--- src/rtl/core/qoa_pkg.sv ---
// shared types, command codes and constants for the quaternion orientation accumulator
// no dependencies; imported by the controller, the datapath and the top level
`default_nettype none
package qoa_pkg;

	localparam int DEF_VALUE_WIDTH     = 32;
	localparam int DEF_TRIG_ITERATIONS = 24;

	// counter widths cover up to 64 trig iterations and a 32-bit value width
	localparam int CNT_W = 6;
	localparam int JOB_W = 6;

	// command codes
	localparam logic [1:0] CMD_RESET  = 2'd0;
	localparam logic [1:0] CMD_ROTATE = 2'd1;
	localparam logic [1:0] CMD_MULT   = 2'd2;
	localparam logic [1:0] CMD_NONE   = 2'd3;

	// multiplier job numbers: start of each segment
	localparam logic [JOB_W-1:0] JOB_SCALE  = 6'd0;
	localparam logic [JOB_W-1:0] JOB_SQUARE = 6'd3;
	localparam logic [JOB_W-1:0] JOB_QMUL   = 6'd7;
	localparam logic [JOB_W-1:0] JOB_MAT    = 6'd23;
	localparam logic [JOB_W-1:0] JOB_END    = 6'd32;

	// cordic in Q2.30 with headroom
	localparam int CW = 34;
	localparam logic signed [CW-1:0] CORDIC_K    = 34'sh0_26DD_3B6A;
	localparam logic signed [CW-1:0] PI_Q30      = 34'sd3373259426;
	localparam logic signed [CW-1:0] HALF_PI_Q30 = 34'sd1686629713;

	typedef struct packed {
		logic             load;
		logic             cordic_step;
		logic             cordic_fin;
		logic [CNT_W-1:0] cordic_iter;
		logic             mul_en;
		logic [JOB_W-1:0] mul_job;
		logic             sqrt_init;
		logic             sqrt_step;
		logic             div_init;
		logic             div_step;
		logic             div_fin;
		logic [1:0]       div_k;
		logic             commit;
		logic             out_load;
		logic [1:0]       out_row;
	} qoa_cmd_t;

	typedef struct packed {
		logic renorm_req;
		logic root_zero;
		logic out_free;
	} qoa_stat_t;

	// arctangent table, Q0.30, truncated past index 29
	function automatic logic [29:0] qoa_atan(input logic [CNT_W-1:0] i);
		logic [29:0] v;
		case (i)
			6'd0:  v = 30'h3243F6A8;
			6'd1:  v = 30'h1DAC6705;
			6'd2:  v = 30'h0FADBAFC;
			6'd3:  v = 30'h07F56EA6;
			6'd4:  v = 30'h03FEAB76;
			6'd5:  v = 30'h01FFD55B;
			6'd6:  v = 30'h00FFFAAA;
			6'd7:  v = 30'h007FFF55;
			6'd8:  v = 30'h003FFFEA;
			6'd9:  v = 30'h001FFFFD;
			6'd10: v = 30'h000FFFFF;
			6'd11: v = 30'h0007FFFF;
			6'd12: v = 30'h0003FFFF;
			6'd13: v = 30'h0001FFFF;
			6'd14: v = 30'h0000FFFF;
			6'd15: v = 30'h00007FFF;
			6'd16: v = 30'h00003FFF;
			6'd17: v = 30'h00001FFF;
			6'd18: v = 30'h00000FFF;
			6'd19: v = 30'h000007FF;
			6'd20: v = 30'h000003FF;
			6'd21: v = 30'h000001FF;
			6'd22: v = 30'h000000FF;
			6'd23: v = 30'h0000007F;
			6'd24: v = 30'h0000003F;
			6'd25: v = 30'h0000001F;
			6'd26: v = 30'h0000000F;
			6'd27: v = 30'h00000007;
			6'd28: v = 30'h00000003;
			6'd29: v = 30'h00000001;
			default: v = 30'h0;
		endcase
		return v;
	endfunction

	// sign of term t of result component r in the hamilton product
	function automatic logic qmul_neg(input logic [1:0] r, input logic [1:0] t);
		return (r == 2'd0 && t != 2'd0) || (r == 2'd1 && t == 2'd3) ||
			(r == 2'd2 && t == 2'd1) || (r == 2'd3 && t == 2'd2);
	endfunction

endpackage
`default_nettype wire

--- src/rtl/core/qoa_controller.sv ---
// sequencer for the quaternion orientation accumulator
// depends on qoa_pkg; drives the datapath through qoa_cmd_t
`default_nettype none
module qoa_controller import qoa_pkg::*; #(
	parameter int W               = DEF_VALUE_WIDTH,
	parameter int TRIG_ITERATIONS = DEF_TRIG_ITERATIONS
) (
	input  wire logic       clk,
	input  wire logic       arst_n,
	input  wire logic       in_valid,
	input  wire logic [1:0] in_cmd,
	output logic            in_ready,
	input  wire qoa_stat_t  stat,
	output qoa_cmd_t        ctl
);

	typedef enum logic [10:0] {
		S_IDLE   = 11'b00000000001,
		S_CORDIC = 11'b00000000010,
		S_CFIN   = 11'b00000000100,
		S_SCALE  = 11'b00000001000,
		S_CHECK  = 11'b00000010000,
		S_SQRT   = 11'b00000100000,
		S_ROOT   = 11'b00001000000,
		S_DIV    = 11'b00010000000,
		S_QMUL   = 11'b00100000000,
		S_COMMIT = 11'b01000000000,
		S_EMIT   = 11'b10000000000
	} state_t;

	localparam logic [CNT_W-1:0] TRIG_LAST = CNT_W'(TRIG_ITERATIONS - 1);
	localparam logic [CNT_W-1:0] SQRT_LAST = CNT_W'(W);
	localparam logic [CNT_W-1:0] DIV_LAST  = CNT_W'(W + 1);

	state_t           state_q, state_d;
	logic [CNT_W-1:0] cnt_q, cnt_d;
	logic [JOB_W-1:0] job_q, job_d;
	logic [1:0]       k_q, k_d;
	logic [1:0]       row_q, row_d;
	logic             mat_q, mat_d;

	always_comb begin
		ctl         = '0;
		state_d     = state_q;
		cnt_d       = cnt_q;
		job_d       = job_q;
		k_d         = k_q;
		row_d       = row_q;
		mat_d       = mat_q;
		in_ready    = 1'b0;
		ctl.cordic_iter = cnt_q;
		ctl.mul_job = job_q;
		ctl.div_k   = k_q;
		ctl.out_row = row_q;
		unique case (state_q)
			S_IDLE: begin
				in_ready = 1'b1;
				if (in_valid) begin
					ctl.load = 1'b1;
					cnt_d    = '0;
					case (in_cmd)
						CMD_ROTATE: state_d = S_CORDIC;
						CMD_MULT: begin
							job_d   = JOB_QMUL;
							mat_d   = 1'b0;
							state_d = S_QMUL;
						end
						default: begin
							job_d   = JOB_MAT;
							mat_d   = 1'b1;
							state_d = S_QMUL;
						end
					endcase
				end
			end
			S_CORDIC: begin
				ctl.cordic_step = 1'b1;
				if (cnt_q == TRIG_LAST) state_d = S_CFIN;
				else cnt_d = cnt_q + 1'b1;
			end
			S_CFIN: begin
				ctl.cordic_fin = 1'b1;
				job_d   = JOB_SCALE;
				state_d = S_SCALE;
			end
			S_SCALE: begin
				if (job_q < JOB_QMUL) begin
					ctl.mul_en = 1'b1;
					job_d      = job_q + 1'b1;
				end else begin
					state_d = S_CHECK;
				end
			end
			S_CHECK: begin
				cnt_d = '0;
				if (stat.renorm_req) begin
					state_d = S_SQRT;
				end else begin
					job_d   = JOB_QMUL;
					mat_d   = 1'b0;
					state_d = S_QMUL;
				end
			end
			S_SQRT: begin
				if (cnt_q == '0) ctl.sqrt_init = 1'b1;
				else ctl.sqrt_step = 1'b1;
				if (cnt_q == SQRT_LAST) state_d = S_ROOT;
				else cnt_d = cnt_q + 1'b1;
			end
			S_ROOT: begin
				cnt_d = '0;
				k_d   = '0;
				if (stat.root_zero) begin
					job_d   = JOB_QMUL;
					mat_d   = 1'b0;
					state_d = S_QMUL;
				end else begin
					state_d = S_DIV;
				end
			end
			S_DIV: begin
				if (cnt_q == '0) ctl.div_init = 1'b1;
				else if (cnt_q == DIV_LAST) ctl.div_fin = 1'b1;
				else ctl.div_step = 1'b1;
				if (cnt_q == DIV_LAST) begin
					cnt_d = '0;
					if (k_q == 2'd3) begin
						job_d   = JOB_QMUL;
						mat_d   = 1'b0;
						state_d = S_QMUL;
					end else begin
						k_d = k_q + 1'b1;
					end
				end else begin
					cnt_d = cnt_q + 1'b1;
				end
			end
			S_QMUL: begin
				// shared multiply sequencer for the product and the matrix jobs
				if ((!mat_q && job_q < JOB_MAT) || (mat_q && job_q < JOB_END)) begin
					ctl.mul_en = 1'b1;
					job_d      = job_q + 1'b1;
				end else if (!mat_q) begin
					state_d = S_COMMIT;
				end else begin
					row_d   = '0;
					state_d = S_EMIT;
				end
			end
			S_COMMIT: begin
				ctl.commit = 1'b1;
				job_d   = JOB_MAT;
				mat_d   = 1'b1;
				state_d = S_QMUL;
			end
			S_EMIT: begin
				if (stat.out_free) begin
					ctl.out_load = 1'b1;
					if (row_q == 2'd2) state_d = S_IDLE;
					else row_d = row_q + 1'b1;
				end
			end
			default: state_d = S_IDLE;
		endcase
	end

	always_ff @(posedge clk or negedge arst_n) begin
		if (!arst_n) begin
			state_q <= S_IDLE;
			cnt_q   <= '0;
			job_q   <= '0;
			k_q     <= '0;
			row_q   <= '0;
			mat_q   <= 1'b0;
		end else begin
			state_q <= state_d;
			cnt_q   <= cnt_d;
			job_q   <= job_d;
			k_q     <= k_d;
			row_q   <= row_d;
			mat_q   <= mat_d;
		end
	end

endmodule
`default_nettype wire

--- config.mk ---
export PLATFORM = sky130hd
export DESIGN_NAME = qoa_controller
export DESIGN_NICKNAME = d
export VERILOG_FILES = /design/src/rtl/core/qoa_pkg.sv /design/src/rtl/core/qoa_controller.sv
export SDC_FILE = /design/constraint.sdc
export NUM_CORES = 1
export LEC_CHECK = 0
export BUFFER_PORTS_ARGS = -buffer_cell sky130_fd_sc_hd__buf_4
export CORE_ASPECT_RATIO = 1.4
export CORE_MARGIN = 10
export CORE_UTILIZATION = 42
export CTS_CLUSTER_DIAMETER = 200
export DETAILED_ROUTE_END_ITERATION = 10
export PLACE_DENSITY_LB_ADDON = 0.15
export SETUP_SLACK_MARGIN = 0.05
export SYNTH_ARGS = -nofsm -noshare
export SYNTH_HDL_FRONTEND = slang
export SYNTH_SLANG_ARGS = --single-unit
--- constraint.sdc ---
create_clock -name clk -period 5.22 [get_ports clk]
set_clock_uncertainty 0.1 [all_clocks]
set_input_delay 0 -clock clk [delete_from_list [all_inputs] [get_ports clk]]
set_output_delay 0 -clock clk [all_outputs]
set_load 0.005 [all_outputs]
[Yosys cells after proc, flatten, opt, wreduce, memory -nomap -nowiden]
Cells that the tools add are included.
Operators by class
  $add $sub $neg: 4
  $lt $le $gt $ge: 3
  equality and inequality tests: 37
  multiplexer cells: 61
  reductions and logical operators: 17
Operator list (count)
  $pmux 11 s11: 1
  $mux 11: 10
  $mux 6: 11
  $pmux 6 s8: 1
  $ne 2x2->1 const B: 19
  $pmux 6 s5: 1
  $mux 9: 3
  $mux 1: 19
  $reduce_and 9->1: 2
  $mux 2: 8
  $add 6x1->6 const B: 2
  $eq 6x6->1 const B: 2
  $pmux 6 s2: 1
  $eq 11x1->1 const B: 1
  $eq 11x10->1 const B: 1
  $eq 11x11->1 const B: 1
  $eq 11x2->1 const B: 1
  $eq 11x3->1 const B: 1
  $eq 11x4->1 const B: 1
  $eq 11x5->1 const B: 1
  $eq 11x6->1 const B: 1
  $eq 11x7->1 const B: 1
  $eq 11x8->1 const B: 1
  $eq 11x9->1 const B: 1
  23 further kinds: 31
Word-level totals
  register bits: 28
  bits of input ports: 8
  output and inout port bits: 28
  word-level logic and storage cells: 128

[Depth between registers and ports, before layout]
Gate-level depths: netlist of run 1.
  word-level depth: 5
  gate-level depth with buffers: 9
  depth with buffers taken out: 8

[Worst setup path after synthesis of run 1]
No wires, ideal clock.
  path kind: register -> register
  start: register state_q[4]
  end: register job_q[1]
  setup time: 125 ps
  arrival: 1960 ps
  data required time: 4995 ps
  slack: 3035 ps
  cell stages (with the launch flop): 7
  path buffers: 1
  period minus slack after synthesis: 2185 ps
  cells stage by stage: dfrtp_1 buf_6 or4_4 nor4b_4 o31ai_2 nand2_2 mux2_4
On the way
  cells in the longest elaborated chain, start to end: 3
  elaborated cells on any way between the ends: 19
  classes of those cells: eq/ne: 16; mux: 1; reduce/logical: 2
Ends and longest elaborated chain
  start: declaration: RTL line qoa_controller.sv:35  | state_t state_q, state_d;
  start signal: assignment: RTL line qoa_controller.sv:176  | state_q <= state_d;
  $eq 11x10->1 (tied with other cells): RTL line qoa_controller.sv:55  | unique case (state_q)
  $reduce_bool 8->1 (no line) or $ne 2x2->1 (tied branches)
  $reduce_and 9->1 (no line)
  end signal: assignment: RTL line qoa_controller.sv:178  | job_q <= job_d;
  end: declaration: RTL line qoa_controller.sv:37  | logic [JOB_W-1:0] job_q, job_d;
Several ways; a longest one is shown, not always the timed one.
A chain may end at the register's enable or synchronous reset.

[Worst setup path after layout of run 1]
  start: register state_q[8]
  end: register mat_q
On the way
  cells in the longest elaborated chain, start to end: 3
  elaborated cells on any way between the ends: 14
  classes of those cells: eq/ne: 11; mux: 1; reduce/logical: 2
Ends and longest elaborated chain
  $eq 11x10->1 (tied with other cells): RTL line qoa_controller.sv:55
  $reduce_bool 5->1 (no line) or $ne 2x2->1 (tied branches)
  $reduce_and 7->1 (no line)
  end signal: assignment: RTL line qoa_controller.sv:181  | mat_q <= mat_d;
  end: declaration: RTL line qoa_controller.sv:40  | logic mat_q, mat_d;
Several ways; a longest one is shown, not always the timed one.

==> metrics.md, run 1 <==
| Metric | Value |
|---|---|
| Outcome | finished, final reports clean |
| # clock sinks | 28 |
| Element type at the critical path start | flip-flop |
| Drt first pass iters | 4 |
| Synth Cell Area | 2190 µm² |
| Worst Setup EP | mat_q$_DFFE_PN0P_ |
| Setup violators final | 0 |
| Htree depth | 1 |
| Register area share after synthesis | 0.320 |
| Total Routed Length | 5960 µm |
| Max Fclk | 346 MHz |
| Worst path most repeated cell | a21oi_1 |
| Min-delay worst type | in2async |
| Iter 0 DRT Violations | 115 |
| Worst rel slew slack | 0.506 |
| Family with the most delay on the worst path | simple AND/OR/NAND/NOR gates |
| Post-synthesis cell type count | 67 |
| Wirelength per Cell | 17.1 µm |
| RD Place Congestion | 0.809 |
| Full die area | 8550 µm² |
| Slowest CP cell | nor3_2 |
| Final Max Tran Viols | 0 |
| Max-Cap Viols | 0 |
| Width of the die | 81.0 µm |
| Clock root buffer | clkbuf_8 |
| Setup TNS | 0 ns |
| Final cycle utilization of the critical path | 0.554 |
| Largest net degree at the start of global routing | 29 |
| Setup bufs post-CTS | 0 |
| Syn avg cell area | 8.80 µm² |
| First-pass GRT wire length | 9700 µm |
| TritonCTS clock tree | yes |
| CP endpoint kind | flip-flop |
| Post-synth top area share | 0.308 |
| Asr flop ratio synth | 1.00 |
| Maximum root-to-sink buffer count | 2 |
| Largest area contributor in the netlist | dfrtp_1 |
| DP Cell Count | 338 |
| WP depth | 6 |
| Number of global-route vias before repair | 1959 |
| Rows | 31 |
| Syn-to-layout area delta | 18.4% |
| Mapped Cells | 249 |
| Yosys warns | 0 |
| Crit path from | state_q[8]$_DFFE_PN0P_ |
| Worst path cell trace | nor3_2 -> nand4_1 -> a21oi_1 -> nand4b_1 -> a21oi_1 -> mux2_1 |
| #FFs+latches synth | 28 |
| Number of synthesized flops with an enable pin | 0 |
| Fillers | 525 |
| Pwr dens | 488 nW/µm² |
| Overall power | 1.27 mW |
| I/O pins | 36 |
| Max rail drop VDD | 231 µV |
| Critical Path AT | 2.97 ns |
| Min Tclk post-route | 2.89 ns |
| Total core area | 5120 µm² |
| WS Path Type | reg2reg |
| Final Hold Fails | 0 |
| Port-buffer cells | 35 |
| Critical path buffers and inverters | 0 |
| Initial antenna violation count | 0 |
| Largest cells by area after synthesis | dfrtp_1 31%, nor2_1 3.6%, ha_1 3.4% |
| CP max FO | 12 |
| Mapped Nets | 263 |
| Depth of the most critical reg-to-reg path | 6 |
| Starting Density | 0.428 |
| Final ANT Viol Nets | 0 |
| Nets | 297 |
| Ant. Diodes | 0 |
| Reg2Reg Capture Point | mat_q$_DFFE_PN0P_ |
| Grt ovf | 0 |
| Layout cells sized above 1 | 0.223 |
| Worst-skew pair later-pin latency | 0.29 ns |
| Crit path required time | 5.30 ns |
| Top_reg_cell synth | dfrtp_1 |
| Inserted Clock Buffers | 3 |
| Pleak | 1.13 nW |
| Via Count | 2017 |
| Routed vias/inst | 5.80 |
| Critical R2R Launch | state_q[8]$_DFFE_PN0P_ |
| DP Wirelength | 4610 µm |
| # DRC | 0 |
| Slowest stage delay, CP | 0.66 ns |
| R2r setup slk | 2.33 ns |
| Clk pin slew, worst setup/hold paths | 0.11 ns |
| Pin slew with the least headroom to its limit | 0.737 ns |
| Final std cells w/o fill | 348 |
| Setup repair after global routing missed its margin | false |
| Total Routing Usage GR | 0.140 |
| Height of the die | 105 µm |
## synthesized netlist by cell type (3+ instances only)
library cell,count
nor3_1,8
and3_1,6
nand3_1,14
nand2b_1,6
nand4b_1,4
nand4_1,6
buf_2,7
o21ai_0,8
inv_1,10
a21oi_1,7
o31ai_2,3
mux2i_1,3
nor2_1,21
o21ai_1,6
nand2_1,20
or3_1,3
a31oi_1,3
a211oi_1,3
dfrtp_1,27
nor2b_1,7
xor2_1,3
nor3b_1,6
o31ai_1,5
ha_1,6
## metrics by stage
stage	utilization	instance area (µm²)	worst slack, ns	hold slack [ns]
floorplan	-	2190	3.04	-0.396
finish	0.507	2590	2.33	0.0692
detailed placement	0.481	2460	2.40	-0.142
global placement	0.481	2460	2.46	-0.150
global route	0.507	2590	2.11	0.109
CTS	0.507	2590	2.36	0.0831
## power by group
part / internal [mW] / leakage, nW / switching [mW]
clock: 0.103 / 0.0357 / 0.0761
combinational: 0.315 / 0.733 / 0.405
sequential: 0.271 / 0.363 / 0.0950
total: 0.689 / 1.13 / 0.576
## area by class of cell
type,count,area (µm²),area share
multi-input cells,198,1370,0.528
clock inverters,1,30.0,0.0116
clock buffers,3,41.3,0.0159
repair buffers,42,330,0.127
inverters,10,37.5,0.0145
flip-flops and latches,28,702,0.270
well taps,66,82.6,0.0318
## flip-flops by register name, summed over array words and instances, names as in the netlist
name and flops:
cnt_q 6, k_q 2, job_q 6, row_q 2
state_q 11, mat_q 1
## layer usage
| metal | vias to the layer above | wire, µm | share of wire | GRT usage |
|---|---|---|---|---|
| li1 | 993 | - | - | - |
| met1 | 954 | 2410 | 0.40 | 0.165 |
| met2 | 61 | 3020 | 0.51 | 0.240 |
| met3 | 9 | 419 | 0.070 | 0.0315 |
| met4 | 0 | 108 | 0.018 | 0.0509 |
| met5 | - | 0 | 0 | 0 |
## worst min-delay path by stage
stage / cells after the start / slack, ns / end
floorplan: 0 / -0.40 / cnt_q[0]$_DFFE_PN0P_
detailed placement: 1 / -0.14 / row_q[1]$_DFFE_PN0P_
CTS: 2 / 0.08 / state_q[3]$_DFFE_PN0P_
global route: 2 / 0.11 / job_q[0]$_DFFE_PN0P_
global placement: 1 / -0.15 / row_q[1]$_DFFE_PN0P_
finish: 2 / 0.07 / job_q[1]$_DFFE_PN0P_
## timing repair
| action | CTS | global route |
|---|---|---|
| gates resized for setup | 0 | 0 |
| hold buffers | 6 | 0 |
| endpoints found under the hold margin | 32 | 0 |
## cell usage in the layout (no fill, tap or decap), types with 3 or more instances in the layout
cell type,count
nor2b_1,7
nor2_1,21
clkbuf_8,3
o31ai_2,3
buf_4,36
a211oi_1,3
nand2b_1,6
and3_1,6
o21ai_1,6
a21oi_1,7
nand4b_1,4
mux2i_1,3
o21ai_0,8
nor3b_1,6
dlygate4sd3_1,6
o31ai_1,5
nor3_1,8
a31oi_1,3
dfrtp_1,27
nand2_1,20
xor2_1,3
or3_1,3
nand3_1,14
nand4_1,6
ha_1,6
inv_1,10
## cells by family (layout without fill, tap and decap cells)
group                    count (synthesis)  after routing  share of synthesized area
AO/OA/AOI/OAI                           57             57                      0.193
AND/OR/NAND/NOR                        125            125                      0.352
flip-flops                              28             28                      0.320
buffers and inverters                   23             56                     0.0537
XOR/XNOR                                 4              4                     0.0160
adder cells (fa/ha/maj)                  6              6                     0.0343
multiplexers                             6              6                     0.0308
Power figures use the tool's default switching activity.
==> run 2: changes to the inputs <==
Clock period 5.22 ns to 2.7 ns, I/O delays scaled along.
==> run 2 against run 1 <==
Compared with the run above:
- power is 95% higher
- fmax increased by 15%
- sequential share of layout area shrank 0.40 points
- global-route usage about the same
- critical endpoint is now job_q[1]$_DFFE_PN0P_
==> metrics.md, run 2 (synthesized netlist as in run 1, its figures left out) <==
| Metric | Value |
|---|---|
| Outcome | finished, final reports clean |
| WL met1 | 2510 µm |
| Clk pin slew, worst setup/hold paths | 0.10 ns |
| Via Count | 2033 |
| Largest net degree at the start of global routing | 29 |
| CTS Hold Bufs | 4 |
| Initial antenna violation count | 0 |
| Place WS | 0.203 ns |
| Max FFs per register | 11 |
| Pleak | 1.17 nW |
| Setup violators final | 0 |
| Max Used Layer | met4 |
| Rows | 31 |
| Max Fclk | 396 MHz |
| Final Hold Fails | 0 |
| Worst rel slew slack | 0.696 |
| Height of the die | 105 µm |
| Worst-skew pair later-pin latency | 0.28 ns |
| CP max FO | 15 |
| Ant. Diodes | 0 |
| Gate power share | 0.612 |
| RD Place Congestion | 0.868 |
| TritonCTS clock tree | yes |
| First-pass GRT wire length | 9910 µm |
| Max rail drop VDD | 360 µV |
| Commonest non-fill, non-tap cells in the layout | 46 x buf_4, 27 x dfrtp_1, 21 x nor2_1 |
| Placed Instance Area | 2540 µm² |
| Final Max Tran Viols | 0 |
| Syn-to-layout area delta | 20.2% |
| Final ANT Viol Nets | 0 |
| Crit path from | state_q[7]$_DFFE_PN0P_ |
| Commonest non-fill, non-tap cell in the layout | buf_4 |
| Sw Ratio | 0.456 |
| CP endpoint kind | flip-flop |
| Min-delay worst type | in2reg |
| Final cycle utilization of the critical path | 0.934 |
| Htree depth | 1 |
| Post_cts resized | 0 |
| Largest Register | state_q |
| Routed met2 length | 3000 µm |
| # clock sinks | 28 |
| Nets | 305 |
| Largest registers | state_q (11), cnt_q (6), job_q (6) |
| WS Path Type | reg2reg |
| Min-delay src | in_cmd[0] |
| Critical Path AT | 2.59 ns |
| Seq pwr share | 0.281 |
| Total core area | 5120 µm² |
| Wirelength per Cell | 16.9 µm |
| Total Routed Length | 6020 µm |
| Pwr dens | 937 nW/µm² |
| Final Hold Slack | 0.0117 ns |
| Fillers | 502 |
| Element type at the critical path start | flip-flop |
| Sw Pwr | 1.12 mW |
| P_int | 1.34 mW |
| Grt ovf | 0 |
| Setup ws final | 0.177 ns |
| Width of the die | 81.0 µm |
| Crit path required time | 2.77 ns |
| Inserted Clock Buffers | 3 |
| Clock Power Share | 0.108 |
| Setup bufs post-CTS | 0 |
| Max-Cap Viols | 0 |
| Clock root buffer | clkbuf_8 |
| Iter 0 DRT Violations | 140 |
| Layout cells sized above 1 | 0.252 |
| Finished Cell Area | 2630 µm² |
| # DRC | 0 |
| Min Tclk post-route | 2.52 ns |
| Total Routing Usage GR | 0.141 |
| Starting Density | 0.428 |
| Routed vias/inst | 5.71 |
| Critical R2R Launch | state_q[7]$_DFFE_PN0P_ |
| Setup TNS | 0 ns |
| Met3 wire length | 308 µm |
| Maximum root-to-sink buffer count | 2 |
| Number of global-route vias before repair | 2077 |
| Full die area | 8550 µm² |
| Overall power | 2.47 mW |
| Pin slew with the least headroom to its limit | 0.457 ns |
| DP Wirelength | 4780 µm |
| Setup repair after global routing missed its margin | false |
| Port-buffer cells | 35 |
| I/O pins | 36 |
| Drt first pass iters | 4 |
[run 2: cell count changes in the layout (fill, tap and decap cells not counted)]
cell	before	now
bufinv_16	1	0
dlygate4sd3_1	6	4
clkbuf_8	3	4
buf_4	36	46
[run 2: worst paths after layout]
kind,end,slack (ns),cells after the start
setup / recovery,job_q[1]$_DFFE_PN0P_,0.18,6
hold / removal,state_q[1]$_DFFE_PN0P_,0.01,3
setup reg to reg,job_q[1]$_DFFE_PN0P_,0.18,6
hold reg to reg,state_q[9]$_DFFE_PN0P_,0.42,1
max in group asynchronous,state_q[0]$_DFFE_PN1P_,2.09,2
min in group asynchronous,row_q[1]$_DFFE_PN0P_,0.07,2
[run 2: worst max-delay path, cell delays in order (launching register included)]
cell	delay, ns
dfrtp_1	0.56
or4_4	0.59
nor2_1	0.11
nand4b_1	0.17
a41oi_2	0.43
nand2_2	0.13
mux2_4	0.32
[run 2: through the flow]
stage                      util  instances
after floorplan               -        249
after CTS                 0.514        356
after global routing      0.514        356
after detailed placement  0.496        348
after global placement    0.496        348
final                     0.514        356
[run 2: power groups by stage]
stage               clock, mW  sequential [mW]  combinational, mW
floorplan                   0            0.639               1.09
global placement            0            0.698               1.50
detailed placement          0            0.698               1.51
CTS                     0.276            0.691               1.52
global route            0.286            0.717               1.67
finish                  0.266            0.693               1.51
[run 2: metal layers]
layer | vias up | track usage
li1 | 1009 | -
met1 | 957 | 0.155
met2 | 51 | 0.243
met3 | 16 | 0.0315
met4 | 0 | 0.0720
met5 | - | 0
[run 2: layout make-up]
cell class              instances  area (µm²)  share of cell area
repair buffers                 50         385               0.146
inverters                      10        37.5              0.0143
clock buffers                   4        55.1              0.0209
multi-input cells             198        1370               0.521
flip-flops and latches         28         702               0.267
well taps                      66        82.6              0.0314
